$ cat src/hdl/srct_pkg.sv
`timescale 1ns / 1ps
// Package for the segment/rectangle crossing-time block.
// Shared widths, result codes and divider status; no dependencies.
package srct_pkg;

  localparam int unsigned COORD_W   = 14;
  localparam int unsigned TIME_W    = 31;
  localparam int unsigned DIFF_W    = 16;
  localparam int unsigned OPA_W     = 32;
  localparam int unsigned PROD_W    = 48;
  localparam int unsigned CROSS_W   = 34;
  localparam int unsigned DIV_NUM_W = 47;
  localparam int unsigned DIV_DEN_W = 15;
  localparam logic [TIME_W-1:0] TIME_MAX = 31'h7fffffff;

  // Result codes
  typedef enum logic [1:0] {
    OUT_NONE    = 2'd0,
    OUT_ONE     = 2'd1,
    OUT_IN_WIN  = 2'd2,
    OUT_OUT_WIN = 2'd3
  } outcome_e;

  // Register indexes
  typedef enum logic [2:0] {
    REG_RECT_LEFT   = 3'd0,
    REG_RECT_BOTTOM = 3'd1,
    REG_RECT_RIGHT  = 3'd2,
    REG_RECT_TOP    = 3'd3,
    REG_DWELL_MIN   = 3'd4,
    REG_DWELL_MAX   = 3'd5
  } reg_idx_e;

  // Divider status toward the sequencer
  typedef struct packed {
    logic busy;
    logic done;
  } div_stat_t;

endpackage

$ cat src/hdl/srct_div.sv
`timescale 1ns / 1ps
// Restoring unsigned divider, one quotient bit per cycle.
// Depends on srct_pkg for the status struct.
module srct_div #(
  parameter int unsigned NumW = 47,
  parameter int unsigned DenW = 15
) (
  input  logic                    clk_i,
  input  logic                    rst_ni,
  input  logic                    start_i,
  input  logic [NumW-1:0]         num_i,
  input  logic [DenW-1:0]         den_i,
  output srct_pkg::div_stat_t     stat_o,
  output logic [NumW-1:0]         quo_o
);
  import srct_pkg::*;

  localparam int unsigned CntW = $clog2(NumW + 1);

  logic [CntW-1:0] cnt_q;
  logic            busy_q, done_q;
  logic [DenW-1:0] rem_q, rem_d, den_q;
  logic [NumW-1:0] quo_q;
  logic [DenW:0]   shifted, trial;
  logic            qbit;

  // One trial subtraction per cycle
  always_comb begin
    shifted = {rem_q, quo_q[NumW-1]};
    trial   = shifted - {1'b0, den_q};
    qbit    = shifted >= {1'b0, den_q};
    rem_d   = qbit ? trial[DenW-1:0] : shifted[DenW-1:0];
  end

  // Iteration control
  always_ff @(posedge clk_i or negedge rst_ni) begin
    if (!rst_ni) begin
      cnt_q  <= '0;
      busy_q <= 1'b0;
      done_q <= 1'b0;
    end else begin
      done_q <= 1'b0;
      if (start_i) begin
        cnt_q  <= CntW'(NumW);
        busy_q <= 1'b1;
      end else if (busy_q) begin
        cnt_q <= cnt_q - 1'b1;
        if (cnt_q == CntW'(1)) begin
          busy_q <= 1'b0;
          done_q <= 1'b1;
        end
      end
    end
  end

  // Datapath
  always_ff @(posedge clk_i) begin
    if (start_i) begin
      rem_q <= '0;
      quo_q <= num_i;
      den_q <= den_i;
    end else if (busy_q) begin
      rem_q <= rem_d;
      quo_q <= {quo_q[NumW-2:0], qbit};
    end
  end

  assign stat_o.busy = busy_q;
  assign stat_o.done = done_q;
  assign quo_o       = quo_q;

endmodule

$ cat src/hdl/segment_rect_crossing_time.sv
`timescale 1ns / 1ps
// Top level: segment versus rectangle crossing-time unit.
// Depends on srct_pkg and srct_div.
//
//  channel | direction | handshake               | payload
//  --------+-----------+-------------------------+------------------------------------
//  in      | input     | in_valid_i / in_ready_o | start_x/y, end_x/y, start/end_time
//  out     | output    | out_valid_o/out_ready_i | outcome, crossing_time, entered, exited
//  cfg     | input     | APB psel/penable/pready | six registers at byte address 4*i
//
// Each edge uses the one shared 32x16 multiplier (eight cross products, one
// time product), then the bit-serial divider when the edge is crossed, then
// a scan step. in_ready_o is high only while idle.
// A finished result waits in the output register while the next item is taken;
// a new result holds the block until that register is free.
// Reset clears the rectangle, the dwell window and the entered/left flags.
module segment_rect_crossing_time #(
  parameter int unsigned DivNumW = srct_pkg::DIV_NUM_W,
  parameter int unsigned DivDenW = srct_pkg::DIV_DEN_W
) (
  input  logic                                clk_i,
  input  logic                                rst_ni,
  input  logic                                in_valid_i,
  output logic                                in_ready_o,
  input  logic signed [srct_pkg::COORD_W-1:0] start_x_i,
  input  logic signed [srct_pkg::COORD_W-1:0] start_y_i,
  input  logic signed [srct_pkg::COORD_W-1:0] end_x_i,
  input  logic signed [srct_pkg::COORD_W-1:0] end_y_i,
  input  logic [srct_pkg::TIME_W-1:0]         start_time_i,
  input  logic [srct_pkg::TIME_W-1:0]         end_time_i,
  output logic                                out_valid_o,
  input  logic                                out_ready_i,
  output logic [1:0]                          outcome_o,
  output logic [srct_pkg::TIME_W-1:0]         crossing_time_o,
  output logic                                entered_o,
  output logic                                exited_o,
  input  logic                                psel,
  input  logic                                penable,
  input  logic                                pwrite,
  input  logic [4:0]                          paddr,
  input  logic [31:0]                         pwdata,
  output logic [31:0]                         prdata,
  output logic                                pready
);
  import srct_pkg::*;

  typedef enum logic [4:0] {
    S_IDLE = 5'b00001,
    S_MUL  = 5'b00010,
    S_DIV  = 5'b00100,
    S_EVAL = 5'b01000,
    S_FIN  = 5'b10000
  } state_e;

  localparam logic [3:0] SUB_LAST = 4'd9;

  state_e state_q, state_d;

  // Configuration
  logic signed [COORD_W-1:0] rect_left_q, rect_bottom_q, rect_right_q, rect_top_q;
  logic [TIME_W-1:0]         dwell_min_q, dwell_max_q;
  reg_idx_e                  cfg_idx;
  logic                      cfg_we;

  assign pready  = 1'b1;
  assign cfg_idx = reg_idx_e'(paddr[4:2]);
  assign cfg_we  = psel && penable && pwrite;

  always_ff @(posedge clk_i or negedge rst_ni) begin
    if (!rst_ni) begin
      rect_left_q   <= '0;
      rect_bottom_q <= '0;
      rect_right_q  <= '0;
      rect_top_q    <= '0;
      dwell_min_q   <= '0;
      dwell_max_q   <= '0;
    end else if (cfg_we) begin
      case (cfg_idx)
        REG_RECT_LEFT:   rect_left_q   <= pwdata[COORD_W-1:0];
        REG_RECT_BOTTOM: rect_bottom_q <= pwdata[COORD_W-1:0];
        REG_RECT_RIGHT:  rect_right_q  <= pwdata[COORD_W-1:0];
        REG_RECT_TOP:    rect_top_q    <= pwdata[COORD_W-1:0];
        REG_DWELL_MIN:   dwell_min_q   <= pwdata[TIME_W-1:0];
        REG_DWELL_MAX:   dwell_max_q   <= pwdata[TIME_W-1:0];
        default: ;
      endcase
    end
  end

  // Register readback
  always_comb begin
    case (cfg_idx)
      REG_RECT_LEFT:   prdata = 32'({1'b0, rect_left_q});
      REG_RECT_BOTTOM: prdata = 32'({1'b0, rect_bottom_q});
      REG_RECT_RIGHT:  prdata = 32'({1'b0, rect_right_q});
      REG_RECT_TOP:    prdata = 32'({1'b0, rect_top_q});
      REG_DWELL_MIN:   prdata = 32'(dwell_min_q);
      REG_DWELL_MAX:   prdata = 32'(dwell_max_q);
      default:         prdata = '0;
    endcase
  end

  // Item registers and sequencer state
  logic signed [COORD_W-1:0] cx_q, cy_q, dx_q, dy_q;
  logic [TIME_W-1:0]         t1_q, t2_q;
  logic [1:0]                edge_q;
  logic [3:0]                sub_q;
  logic                      have_q, ep_q;
  outcome_e                  res_q;
  logic [TIME_W-1:0]         et_q, first_q;
  logic                      entered_q, exited_q;
  logic                      out_valid_q;
  outcome_e                  out_outcome_q;
  logic [TIME_W-1:0]         out_time_q;
  logic                      out_entered_q, out_exited_q;

  logic in_acc;
  assign in_ready_o = (state_q == S_IDLE);
  assign in_acc     = in_valid_i && in_ready_o;

  // Edge endpoints: bottom, right, top, left
  logic signed [COORD_W-1:0] ax, ay, bx, by;
  always_comb begin
    case (edge_q)
      2'd0: begin
        ax = rect_left_q;  ay = rect_bottom_q; bx = rect_right_q; by = rect_bottom_q;
      end
      2'd1: begin
        ax = rect_right_q; ay = rect_bottom_q; bx = rect_right_q; by = rect_top_q;
      end
      2'd2: begin
        ax = rect_left_q;  ay = rect_top_q;    bx = rect_right_q; by = rect_top_q;
      end
      default: begin
        ax = rect_left_q;  ay = rect_bottom_q; bx = rect_left_q;  by = rect_top_q;
      end
    endcase
  end

  // Coordinate differences
  logic signed [DIFF_W-1:0] bx_ax, by_ay, cx_ax, cy_ay, dx_ax, dy_ay;
  logic signed [DIFF_W-1:0] dx_cx, dy_cy, ax_cx, ay_cy, bx_cx, by_cy;
  assign bx_ax = DIFF_W'(bx) - DIFF_W'(ax);
  assign by_ay = DIFF_W'(by) - DIFF_W'(ay);
  assign cx_ax = DIFF_W'(cx_q) - DIFF_W'(ax);
  assign cy_ay = DIFF_W'(cy_q) - DIFF_W'(ay);
  assign dx_ax = DIFF_W'(dx_q) - DIFF_W'(ax);
  assign dy_ay = DIFF_W'(dy_q) - DIFF_W'(ay);
  assign dx_cx = DIFF_W'(dx_q) - DIFF_W'(cx_q);
  assign dy_cy = DIFF_W'(dy_q) - DIFF_W'(cy_q);
  assign ax_cx = DIFF_W'(ax) - DIFF_W'(cx_q);
  assign ay_cy = DIFF_W'(ay) - DIFF_W'(cy_q);
  assign bx_cx = DIFF_W'(bx) - DIFF_W'(cx_q);
  assign by_cy = DIFF_W'(by) - DIFF_W'(cy_q);

  // Interpolation axis: along x for a vertical edge, else along y
  logic use_x, use_int;
  assign use_x   = (ax == bx) && (cx_q != dx_q);
  assign use_int = use_x || ((ay == by) && (cy_q != dy_q));

  logic signed [OPA_W-1:0] dt;
  assign dt = $signed(OPA_W'(t2_q)) - $signed(OPA_W'(t1_q));

  // Shared multiplier operand select
  logic signed [OPA_W-1:0]  op_a;
  logic signed [DIFF_W-1:0] op_b;
  always_comb begin
    case (sub_q)
      4'd0:    begin op_a = OPA_W'(bx_ax); op_b = cy_ay; end
      4'd1:    begin op_a = OPA_W'(by_ay); op_b = cx_ax; end
      4'd2:    begin op_a = OPA_W'(bx_ax); op_b = dy_ay; end
      4'd3:    begin op_a = OPA_W'(by_ay); op_b = dx_ax; end
      4'd4:    begin op_a = OPA_W'(dx_cx); op_b = ay_cy; end
      4'd5:    begin op_a = OPA_W'(dy_cy); op_b = ax_cx; end
      4'd6:    begin op_a = OPA_W'(dx_cx); op_b = by_cy; end
      4'd7:    begin op_a = OPA_W'(dy_cy); op_b = bx_cx; end
      4'd8:    begin op_a = dt;            op_b = use_x ? ax_cx : ay_cy; end
      default: begin op_a = '0;            op_b = '0; end
    endcase
  end

  logic signed [PROD_W-1:0]  mul_res, prod_q, hold_q;
  logic signed [CROSS_W-1:0] cross_v;
  logic [3:0][1:0]           sgn_q;
  logic [1:0]                sgn_idx;
  logic                      cross_ok, qneg_q;
  assign mul_res  = PROD_W'(op_a) * PROD_W'(op_b);
  assign cross_v  = CROSS_W'(hold_q) - CROSS_W'(prod_q);
  assign sgn_idx  = 2'(sub_q[3:1] - 3'd1);
  assign cross_ok = (sgn_q[0] != sgn_q[1]) && (sgn_q[2] != sgn_q[3]);

  // Divider operands: magnitudes of the time product and the extent
  logic signed [DIFF_W-1:0] den_s;
  logic [PROD_W-1:0]        num_abs;
  logic [DIFF_W-1:0]        den_abs;
  logic                     div_start;
  div_stat_t                div_stat;
  logic [DivNumW-1:0]       quo;
  assign den_s     = use_x ? dx_cx : dy_cy;
  assign num_abs   = prod_q[PROD_W-1] ? PROD_W'(-prod_q) : PROD_W'(prod_q);
  assign den_abs   = den_s[DIFF_W-1] ? DIFF_W'(-den_s) : DIFF_W'(den_s);
  assign div_start = (state_q == S_MUL) && (sub_q == SUB_LAST) && cross_ok && use_int;

  srct_div #(
    .NumW (DivNumW),
    .DenW (DivDenW)
  ) u_div (
    .clk_i   (clk_i),
    .rst_ni  (rst_ni),
    .start_i (div_start),
    .num_i   (DivNumW'(num_abs)),
    .den_i   (DivDenW'(den_abs)),
    .stat_o  (div_stat),
    .quo_o   (quo)
  );

  // Crossing time: start time plus signed quotient, limited to the time range
  localparam int unsigned RW = DivNumW + 2;
  logic signed [RW-1:0] q_s, r_s;
  logic                 r_pos, r_big;
  logic [TIME_W-1:0]    r_time;
  assign q_s    = qneg_q ? -$signed(RW'(quo)) : $signed(RW'(quo));
  assign r_s    = $signed(RW'(t1_q)) + q_s;
  assign r_pos  = !r_s[RW-1] && (r_s != '0);
  assign r_big  = |r_s[RW-2:TIME_W];
  assign r_time = r_big ? TIME_MAX : r_s[TIME_W-1:0];

  // Scan step: gap between two different crossings
  logic [TIME_W-1:0] gap;
  logic              in_win, scan_stop;
  assign gap       = (first_q > et_q) ? (first_q - et_q) : (et_q - first_q);
  assign in_win    = (gap >= dwell_min_q) && (gap <= dwell_max_q);
  assign scan_stop = ep_q && have_q && (et_q != first_q);

  // Final result
  logic final_one, out_free;
  assign final_one = (res_q == OUT_NONE) && have_q;
  assign out_free  = !out_valid_q || out_ready_i;

  // Next state
  always_comb begin
    state_d = state_q;
    case (state_q)
      S_IDLE: if (in_valid_i) state_d = S_MUL;
      S_MUL:  if (sub_q == SUB_LAST) state_d = (cross_ok && use_int) ? S_DIV : S_EVAL;
      S_DIV:  if (div_stat.done) state_d = S_EVAL;
      S_EVAL: state_d = (scan_stop || edge_q == 2'd3) ? S_FIN : S_MUL;
      S_FIN:  if (out_free) state_d = S_IDLE;
      default: state_d = S_IDLE;
    endcase
  end

  // Control registers
  always_ff @(posedge clk_i or negedge rst_ni) begin
    if (!rst_ni) begin
      state_q     <= S_IDLE;
      sub_q       <= '0;
      edge_q      <= '0;
      have_q      <= 1'b0;
      ep_q        <= 1'b0;
      res_q       <= OUT_NONE;
      entered_q   <= 1'b0;
      exited_q    <= 1'b0;
      out_valid_q <= 1'b0;
    end else begin
      state_q <= state_d;
      if (state_q == S_FIN && out_free) out_valid_q <= 1'b1;
      else if (out_ready_i) out_valid_q <= 1'b0;
      case (state_q)
        S_IDLE: if (in_acc) begin
          sub_q  <= '0;
          edge_q <= '0;
          have_q <= 1'b0;
          res_q  <= OUT_NONE;
        end
        S_MUL: begin
          sub_q <= sub_q + 1'b1;
          if (sub_q == SUB_LAST) ep_q <= 1'b0;
        end
        S_DIV: if (div_stat.done) ep_q <= r_pos;
        S_EVAL: begin
          sub_q  <= '0;
          edge_q <= edge_q + 1'b1;
          if (ep_q) begin
            if (!have_q) have_q <= 1'b1;
            else if (et_q != first_q) res_q <= in_win ? OUT_IN_WIN : OUT_OUT_WIN;
          end
        end
        S_FIN: if (out_free) begin
          if (final_one) begin
            if (entered_q) exited_q <= 1'b1;
            else entered_q <= 1'b1;
          end
        end
        default: ;
      endcase
    end
  end

  // Datapath registers
  always_ff @(posedge clk_i) begin
    if (in_acc) begin
      cx_q <= start_x_i;
      cy_q <= start_y_i;
      dx_q <= end_x_i;
      dy_q <= end_y_i;
      t1_q <= start_time_i;
      t2_q <= end_time_i;
    end
    if (state_q == S_MUL) begin
      prod_q <= mul_res;
      if (sub_q[0]) hold_q <= prod_q;
      else if (sub_q != 4'd0) sgn_q[sgn_idx] <= {cross_v != '0, cross_v[CROSS_W-1]};
      if (sub_q == SUB_LAST) qneg_q <= prod_q[PROD_W-1] ^ den_s[DIFF_W-1];
    end
    if (state_q == S_DIV && div_stat.done) et_q <= r_time;
    if (state_q == S_EVAL && ep_q && !have_q) first_q <= et_q;
    if (state_q == S_FIN && out_free) begin
      out_outcome_q <= final_one ? OUT_ONE : res_q;
      out_time_q    <= final_one ? first_q : '0;
      out_entered_q <= entered_q | final_one;
      out_exited_q  <= exited_q | (final_one & entered_q);
    end
  end

  assign out_valid_o     = out_valid_q;
  assign outcome_o       = out_outcome_q;
  assign crossing_time_o = out_time_q;
  assign entered_o       = out_entered_q;
  assign exited_o        = out_exited_q;

endmodule

$ cat config.mk
export PLATFORM = sky130hd
export DESIGN_NAME = segment_rect_crossing_time
export DESIGN_NICKNAME = d
export VERILOG_FILES = /design/src/hdl/srct_pkg.sv /design/src/hdl/srct_div.sv /design/src/hdl/segment_rect_crossing_time.sv
export SDC_FILE = /design/constraint.sdc
export NUM_CORES = 2
export LEC_CHECK = 0
export ABC_AREA = 1
export BUFFER_PORTS_ARGS = -buffer_cell sky130_fd_sc_hd__buf_2
export CORE_MARGIN = 5
export CORE_UTILIZATION = 50
export CTS_BUF_LIST = sky130_fd_sc_hd__clkbuf_8
export CTS_CLUSTER_DIAMETER = 80
export CTS_CLUSTER_SIZE = 25
export DETAILED_ROUTE_END_ITERATION = 6
export MAX_ROUTING_LAYER = met4
export PLACE_DENSITY = 0.68
export REMOVE_ABC_BUFFERS = 1
export SYNTH_ARGS = -nofsm -noshare
export SYNTH_HDL_FRONTEND = slang
export SYNTH_HIERARCHICAL = 1
export SYNTH_SLANG_ARGS = --single-unit
$ cat constraint.sdc
create_clock -name clk_i -period 13.2 [get_ports clk_i]
set_input_delay 0 -clock clk_i [delete_from_list [all_inputs] [get_ports clk_i]]
set_output_delay 0 -clock clk_i [all_outputs]
set_load 0.005 [all_outputs]
# Word-level counts from Yosys, hierarchy flattened

Index checks and enable logic that the tools add are counted.

Logic and storage cells: 227
Bits in registers: 527

Multiplexer cells: 51
Bitwise logic cells: 5
Reduce and logical (&&, ||, !) cells: 61
Add/subtract/negate cells: 25
Multiply operators: 1
Equal/unequal tests: 38
Magnitude comparators: 6

Operators with widths:

| operator                         | count |
|---|---|
| case mux 31 bit (6 select lines) | 1 |
| subtractor 14 x 14 -> 15 bit     | 12 |
| case mux 32 bit (5 select lines) | 1 |
| case mux 16 bit (9 select lines) | 1 |
| 2-to-1 mux 47 bit                | 3 |
| subtractor 31 bit                | 2 |
| 2-to-1 mux 14 bit                | 4 |
| adder 32 x 49 -> 49 bit          | 1 |
| 2-to-1 mux 49 bit                | 1 |
| negator 47 -> 49 bit             | 1 |
| nonzero test 49 bit              | 1 |
| multiplier 32 x 16 -> 48 bit     | 1 |
| negator 47 bit                   | 1 |
| nonzero test 34 bit              | 1 |
| subtractor 34 bit                | 1 |
| 2-to-1 mux 16 bit                | 2 |
| subtractor 31 x 31 -> 32 bit     | 1 |
| >= comparator 31 bit             | 1 |
| greater-than comparator 31 bit   | 1 |
| <= comparator 31 bit             | 1 |
| 2-to-1 mux 31 bit                | 1 |
| inequality test 31 bit           | 1 |
| 2-to-1 mux 15 bit                | 2 |
| == test 14 bit                   | 2 |
| other kinds (59)                 | 143 |

# Longest topological paths before layout

Depth in word-level cells: 10
Mapped depth: 53
Mapped depth without buffers: 51

# Cells and area by module

The synthesis kept the hierarchy.

By module, submodules not included:

| module                     | times used | area an instance (µm²) | sequential area each (µm²) | cells an instance |
|---|---|---|---|---|
| segment_rect_crossing_time | 1          | 57,884.3               | 12,593.3                   | 7,793 |
| srct_div                   | 1          | 4,652.0                | 2,362.3                    | 558 |

# Worst setup path after synthesis

OpenSTA, ideal clock, no wires.

Path type: register -> register
From: register state_q[3]
To: register u_div.quo_q[0], in the netlist u_div/quo_o[0], enable pin
Setup time: 0.406 ns
Clock period less this slack: 9.533 ns
Arrival: 9.127 ns
Cell stages (with the launch flop): 9
Path slack: 3.667 ns
Cell sequence: dfrtp_1 -> nor2_1 -> inv_1 -> nor4_1 -> inv_1 -> nor3_1 -> buf_2 -> nor2_1 -> inv_1

Longest elaborated chain between the ends: 5

Ends and longest elaborated chain:

| what                            | RTL line                          | source |
|---|---|---|
| from (decl)                     | segment_rect_crossing_time.sv:57  | `state_e state_q, state_d;` |
| from (signal assigned)          | segment_rect_crossing_time.sv:266 | `state_q <= state_d;` |
| == test 5 x 2 -> 1 bit          | segment_rect_crossing_time.sv:202 | `assign div_start = (state_q == S_MUL) && (sub_q == SUB_LAST) && cross_ok && use_int;` |
| logical AND 1 bit (3 in series) | segment_rect_crossing_time.sv:202 |  |
| via div_start                   | segment_rect_crossing_time.sv:196 | `logic div_start;` |
| nonzero test 2 bit (no line)    | -                                 |  |
| to (signal assigned)            | srct_div.sv:60                    | `quo_q <= num_i;` |
| to (signal assigned)            | srct_div.sv:64                    | `quo_q <= {quo_q[NumW-2:0], qbit};` |
| to (decl)                       | srct_div.sv:23                    | `logic [NumW-1:0] quo_q;` |

The timed path passes the listed nets, and every way through them passes these cells.
A chain may end at the register's enable or synchronous reset.

# Final worst setup path

From: register edge_q[0]
To: register prod_q[43], data pin

Longest elaborated chain between the ends: 8
Elaborated cells on any way between the ends: 24

Ends and longest elaborated chain:

| what                                                                 | RTL line                          | source |
|---|---|---|
| from (decl)                                                          | segment_rect_crossing_time.sv:106 | `logic [1:0] edge_q;` |
| from (signal assigned)                                               | segment_rect_crossing_time.sv:283 | `edge_q <= edge_q + 1'b1;` |
| branches (longest 7 deep; another with subtractor 14 x 14 -> 15 bit) | -                                 |  |
| multiplier 32 x 16 -> 48 bit (*)                                     | segment_rect_crossing_time.sv:187 | `assign mul_res = PROD_W'(op_a) * PROD_W'(op_b);` |
| via mul_res[43]                                                      | segment_rect_crossing_time.sv:182 | `logic signed [PROD_W-1:0] mul_res, prod_q, hold_q;` |
| to (signal assigned)                                                 | segment_rect_crossing_time.sv:311 | `prod_q <= mul_res;` |
| to (decl)                                                            | segment_rect_crossing_time.sv:182 |  |

Mark *: on every way through the listed nets, which the timed path passes.

==> reports/metrics.yaml <==
run_status: "finished, final reports clean"
postSynthCellCount: 8350
max-cap-violations: 0
drt-vias-per-instance: 5.506
io_buffers: 226
final_common_cell: "nand2_1"
worst_skew_pair.late_latency_ns: 0.79
finalHoldViolCount: 0
rr_startpoint: "edge_q[0]"
drc_errors: 0
post_drt_wl_per_cell_um: 20.82
syn_avg_cell_area_sq_um: 7.488
rsz0062_at_grt: "no"
dieArea_sq_um: 132200
maxSlewViolCount: 0
cp_slowest_stage_delay_ns: 1.05
endpoint_kind: "flip-flop"
worstPathRequired_ns: 13.68
gp_congestion: 1.003
die_w_um: 363.6
cts_resized: 0
ioPinCount: 232
drt-total-wl_um: 217100
cp.arrival_ns: 11.74
max_freq_mhz: 88.80
fin_skew_ns: 0.08808
syn_to_final_growth_pct: 10.14
utilization_pct: 55.56
drt-initial-drc-count: 5473
drt_pre_antenna_iters: 6
antenna_found_initial: 7
instances_no_fill: 10425
fp.coreArea_sq_um: 124000
worstPathMaxFanout: 28
grt_pass1_vias: 56607
cts-root-buf: "clkbuf_8"
vias: 57396
dp_hpwl_um: 179700
slowest_stage: "inv_1"
cts_buffers: 38
cts_buffer_depth: 3
hold_slack_ns: 0.05995
cpMostUsedCell: "nand2_1"
place_ws_ns: 2.043
overflow: 0
post-route-period-util_pct: 85.31
worst_slack_ns: 1.939
criticalPathCategory: "flip-flop to flip-flop"
cts.sinks: 527
grt_start_max_net_pins: 87
cp-start-kind: "flip-flop"
start_util_pct: 50.44
dp_cells: 10078
die_y_um: 363.6
grt_pass1_wl_um: 331800
hold_path_class: "input pin to flip-flop"
core.rowCount: 129
setup_viol: 0
cts-htree-levels: 2
synth_area_sq_um: 62530
yosysWarningCount: 6
n_fill_cell: 11922
cts.clk_slew.worst_paths_ns: 0.12
final_layout_size_suffix_gt1_share_pct: 6.240
fin_crit_ns: 11.26
grtUsageTotal_pct: 33.61
max-slew-margin-rel_pct: 21.72
nets: 9912
critical_path.startpoint: "edge_q[0]"
postRouteAntennaNets: 0
cts_tree: "done"
hold_start: "pwdata[14]"
layout_common_cells: "nand2_1, inv_1, nor2_1, a21oi_1, fa_1"
worstMarginPinSlew_ns: 1.174
-- worst paths after layout --
path | endpoint | slack, ns | cells after the start
setup / recovery | prod_q[43] | 1.94 | 41
hold / removal | dwell_max_q[14] | 0.06 | 4
setup reg to reg | prod_q[43] | 1.94 | 41
hold reg to reg | u_div/rem_q[5] | 0.49 | 2
max in group asynchronous | u_div/cnt_q[2] | 12.07 | 4
min in group asynchronous | rect_left_q[9] | 0.41 | 4
-- cell type report --
type                            count  area [sq um]  share of cell area (%)
Antenna cell                        6         15.01                 0.02180
Clock buffer                       38         523.0                  0.7594
Clock inverter                     30         377.9                  0.5487
Inverter                         1692          6354                   9.225
Multi-Input combinational cell   5945         40320                   58.55
Sequential cell                   527         14960                   21.72
Tap cell                         1637          2048                   2.974
Timing Repair Buffer              550          4275                   6.208
-- per-stage QoR --
| step | cell area (sq um) | setup TNS [ns] |
|---|---|---|
| floorplan | 61560 | -0.4307 |
| global placement | 65200 | 0 |
| detailed placement | 65200 | 0 |
| CTS | 68840 | 0 |
| global route | 68870 | 0 |
| finish | 68870 | 0 |
-- worst max-delay path, delay by kind of cell, from the launching register on --
family | cells | cell delay, ns
buffers and inverters | 8 | 1.60
flip-flops | 1 | 0.42
AO/OA/AOI/OAI | 7 | 2.23
AND/OR/NAND/NOR | 17 | 2.35
adder cells (fa/ha/maj) | 9 | 4.36
-- flip-flops by register name, indices dropped and copies added (netlist names), 5 cells and up --
register         cells
prod_q              48
u_div/den_q         15
state_q              5
dy_q                14
rect_right_q        14
u_div/quo_o         47
t1_q                31
u_div/rem_q         15
crossing_time_o     31
sgn_q                8
rect_left_q         14
dx_q                14
t2_q                31
first_q             31
rect_bottom_q       14
rect_top_q          14
dwell_max_q         31
cx_q                14
cy_q                14
hold_q              34
dwell_min_q         31
et_q                31
u_div/cnt_q          6
-- routing by layer --
metal	vias to the layer above	global-route usage (%)	part of all wire (%)
li1	27280	-	-
met1	27501	43.96	42
met2	2217	53.29	45
met3	398	4.493	7.3
met4	0	13.56	5.0
met5	-	-	0
-- timing repair --
item	CTS	global route
hold endpoints to repair	350	0
hold buffers	272	0
buffers inserted	0	0
Power is left out: the tool's default activity adds up to more than one toggle a clock period on the data nets, which glitch-free logic cannot reach.
